### config.mk
export PLATFORM = sky130hd
export DESIGN_NAME = fopi_div
export DESIGN_NICKNAME = d
export VERILOG_FILES = /design/src/hw/rtl/fopi_div.sv
export SDC_FILE = /design/constraint.sdc
export NUM_CORES = 2
export LEC_CHECK = 0
export ABC_CLOCK_PERIOD_IN_PS = 17450
export BUFFER_PORTS_ARGS = -buffer_cell sky130_fd_sc_hd__buf_2
export CAP_MARGIN = 20
export CORE_UTILIZATION = 45
export DETAILED_ROUTE_END_ITERATION = 10
export SLEW_MARGIN = 10
export SYNTH_ARGS = -nofsm -noshare
export SYNTH_HDL_FRONTEND = slang
export SYNTH_SLANG_ARGS = --single-unit
### constraint.sdc
create_clock -name aclk -period 17.45 [get_ports aclk]
set_input_delay 1.745 -clock aclk [delete_from_list [all_inputs] [get_ports aclk]]
set_output_delay 1.745 -clock aclk [all_outputs]
set_load 0.05 [all_outputs]
### src/hw/rtl/fopi_div.sv
// Pipelined restoring divider with elastic stages and a side payload.
module fopi_div #(
    parameter int NW   = 48,
    parameter int DW   = 17,
    parameter int PW   = 19,
    parameter int STEP = 4
) (
    input  logic          aclk,
    input  logic          aresetn,
    input  logic          in_valid,
    output logic          in_ready,
    input  logic [NW-1:0] in_num,
    input  logic [PW-1:0] in_pay,
    input  logic [DW-1:0] divisor,
    output logic          out_valid,
    input  logic          out_ready,
    output logic [NW-1:0] out_quo,
    output logic [DW-1:0] out_rem,
    output logic [PW-1:0] out_pay
);

    localparam int NST = (NW + STEP - 1) / STEP;
    localparam int EW  = NST * STEP;

    // shifts dividend bits out of the top of n and quotient bits in at the bottom
    function automatic logic [EW+DW-1:0] div_steps(input logic [EW-1:0] num,
                                                   input logic [DW-1:0] rem,
                                                   input logic [DW-1:0] d);
        logic [EW-1:0] n;
        logic [DW-1:0] r;
        logic [DW:0]   t;
        n = num;
        r = rem;
        for (int i = 0; i < STEP; i++) begin
            t = {r, n[EW-1]};
            n = {n[EW-2:0], 1'b0};
            if (t >= {1'b0, d}) begin
                t    = t - {1'b0, d};
                n[0] = 1'b1;
            end
            r = t[DW-1:0];
        end
        return {n, r};
    endfunction

    logic          v_reg [NST];
    logic [EW-1:0] n_reg [NST];
    logic [DW-1:0] r_reg [NST];
    logic [PW-1:0] p_reg [NST];
    logic [NST:0]  rdy;

    assign rdy[NST]  = out_ready;
    assign in_ready  = rdy[0];
    assign out_valid = v_reg[NST-1];
    assign out_quo   = n_reg[NST-1][NW-1:0];
    assign out_rem   = r_reg[NST-1];
    assign out_pay   = p_reg[NST-1];

    for (genvar k = 0; k < NST; k++) begin : g_st
        logic          vin;
        logic [EW-1:0] nin;
        logic [DW-1:0] rin;
        logic [PW-1:0] pin;
        logic [EW-1:0] n_next;
        logic [DW-1:0] r_next;

        if (k == 0) begin : g_first
            assign vin = in_valid;
            assign nin = EW'(in_num);
            assign rin = '0;
            assign pin = in_pay;
        end else begin : g_next
            assign vin = v_reg[k-1];
            assign nin = n_reg[k-1];
            assign rin = r_reg[k-1];
            assign pin = p_reg[k-1];
        end

        assign {n_next, r_next} = div_steps(nin, rin, divisor);
        assign rdy[k] = !v_reg[k] || rdy[k+1];

        always_ff @(posedge aclk) begin
            if (!aresetn) begin
                v_reg[k] <= 1'b0;
            end else if (rdy[k]) begin
                v_reg[k] <= vin;
            end
        end

        always_ff @(posedge aclk) begin
            if (rdy[k]) begin
                n_reg[k] <= n_next;
                r_reg[k] <= r_next;
                p_reg[k] <= pin;
            end
        end
    end

endmodule

==> metrics.md <==
| Metric | Value |
|---|---|
| Status | `complete, no violations` |
| Flop and latch count out of synthesis | `1020` |
| Post-CTS Setup Bufs | `0` |
| # IOs | `174` |
| Gr ovfl total | `0` |
| Vias in the first global route | `57600` |
| Initial Utilization | `45.6%` |
| Commonest non-fill, non-tap cells in the layout | `1019 x edfxtp_1, 801 x ha_1, 564 x a21oi_1, 523 x nand2_1, 488 x nor2_1` |
| Cts bufs inserted | `111` |
| Most common cell after layout, fill and taps aside | `edfxtp_1` |
| Htree depth | `3` |
| Leading register cell type out of synthesis | `edfxtp_1` |
| Crit start category | `primary input` |
| Worst Skew | `0.107 ns` |
| Hold Crit Class | `reg -> reg` |
| Crit share post-route | `85.7%` |
| Most Frequent Cell on Critical Path | `o21ai_0` |
| Worst-Skew Late Latency | `0.82 ns` |
| CP max stage cell | `a2111oi_0` |
| WP buf/inv | `5` |
| Post-route antenna net violation count | `0` |
| Max-Cap Viols | `0` |
| Crit-path max FO | `31` |
| DRT Pass-1 Iters | `6` |
| Vias | `59600` |
| Longest Clk Path Bufs | `3` |
| Crit path largest cell delay | `0.86 ns` |
| Crit end category | `flop` |
| Number of DRC markers in iteration 0 | `4538` |
| Fin nets | `8668` |
| Critical setup path kind | `in -> reg` |
| Post-CTS Resized | `0` |
| Syn_nets | `8414` |
| CTS tree | `done` |
| Cell Count, Final, Fillers Out | `10000` |
| First-pass GRT wire length | `333000 um` |
| WL final | `217000 um` |
| Worst-path clk slew | `0.06 ns` |
| Library cells used by synthesis | `108` |
| Worst path top cell family by delay | `compound AO/OA/AOI/OAI gates` |
| Max-slew headroom | `25.4%` |
| Share of cells above drive strength 1 | `11.0%` |
| Setup TNS | `0 ns` |
| Die Y | `414 um` |
| Largest net degree at the start of global routing | `61` |
| Core Rows | `150` |
| Async set or reset register ratio after synthesis | `0%` |
| Max-slew violations | `0` |
| Placer congestion estimate | `0.956` |
| Hold Fails Final Rpt | `0` |
| Inst Count DP | `9823` |
| Max reg flops | `576` |
| Chip Width | `414 um` |
| Routed vias/inst | `5.94` |
| Post-route DRC | `0` |
| Fin crit period | `14.96 ns` |
| Number of synthesized flops with an enable pin | `1019` |
| F_max | `66.8 MHz` |
| Initial antenna violation count | `1` |
| Core area | `0.168 mm^2` |
| # hold bufs at CTS | `0` |
| Syn. warnings | `0` |
| Measured slew at the worst slew-check pin | `1.12 ns` |
| Average wire per cell in the routed design | `21.6 um` |
| Sequential area share after synthesis | `40.0%` |
| RSZ-0062 raised after global routing | `false` |
| Post-DP HPWL | `162000 um` |
| GRT Total Usage | `24.6%` |
| Mapped Cells | `7478` |
| Finish-stage setup viols | `0` |
| Die area | `0.172 mm^2` |
| CTS root buffer | `clkbuf_16` |
| IO Port Bufs | `173` |
| Critical Path AT | `15.45 ns` |
| Area growth syn-to-layout | `10.2%` |
| Synthesized area per cell | `10.2 um^2` |
| Mapped Area | `0.0765 mm^2` |
| Required time worst endpoint | `17.94 ns` |
| Num Clock Sinks | `1020` |
==> cell type report <==
type                       count  area [um^2]
tap                         2204         2760
sequential                  1020        30600
timing repair buffer         279         1670
clock buffer                 124         2850
multi-input combinational   5911        43900
antenna                        3         7.51
inverter                     409         1570
clock inverter                87         1010
fill                       15100        83600
==> worst paths after layout <==
| kind | startpoint | to | slack, ns | cells past startpoint |
|---|---|---|---|---|
| min | n_reg[0][111] | n_reg[0][163] | 0.36 | 0 |
| max | divisor[1] | r_reg[2][13] | 2.49 | 43 |
| min reg2reg | n_reg[0][111] | n_reg[0][163] | 0.36 | 0 |
| max reg2reg | n_reg[1][191] | r_reg[2][13] | 3.73 | 44 |
==> stage by stage <==
| step | hold WS (ns) | area, um^2 | utilization, % | worst slack, ns |
|---|---|---|---|---|
| 3_5_place_dp | 0.405 | 80500 | 47.9 | 1.96 |
| 6_report | 0.363 | 84300 | 50.2 | 2.49 |
| 4_1_cts | 0.360 | 84300 | 50.2 | 2.71 |
| 3_3_place_gp | 0.400 | 80500 | 47.9 | 2.29 |
| 5_1_grt | 0.372 | 84300 | 50.2 | 1.27 |
| 2_1_floorplan | 0.400 | 76500 | - | 3.61 |
==> metal layers <==
metal,part of all wire (%),global-route usage [%]
met1,44,32.6
met2,47,41.5
met3,4.9,2.41
met4,3.8,9.57
met5,0,0
==> logic make-up (layout without fill, tap and decap cells) <==
logic type | after synthesis | count (layout) | share of synthesized area [%]
adder cells (fa/ha/maj) | 848 | 848 | 14.3
XOR/XNOR | 582 | 582 | 6.66
multiplexers | 339 | 339 | 4.85
flip-flops | 1020 | 1020 | 40.0
AO/OA/AOI/OAI | 2182 | 2182 | 18.9
AND/OR/NAND/NOR | 1960 | 1960 | 12.5
other | 0 | 3 | 0
buffers and inverters | 547 | 899 | 2.76
==> synthesized netlist by cell type (122+ instances only) <==
library cell	number	area, um^2
nor2b_1	132	826
o21ai_0	486	2430
edfxtp_1	1019	30600
xnor2_1	359	3140
nand4_1	141	882
nand3_1	122	611
nand2_1	527	1980
a21oi_1	564	2820
o21a_1	123	923
ha_1	801	10000
nor3_1	129	646
mux2_2	245	2760
inv_1	390	1460
a21o_1	247	1850
nor2_1	488	1830
xor2_1	223	1950
Power is not shown: default switching activity piles up to over one toggle a cycle in this logic, so the estimate is an artifact.
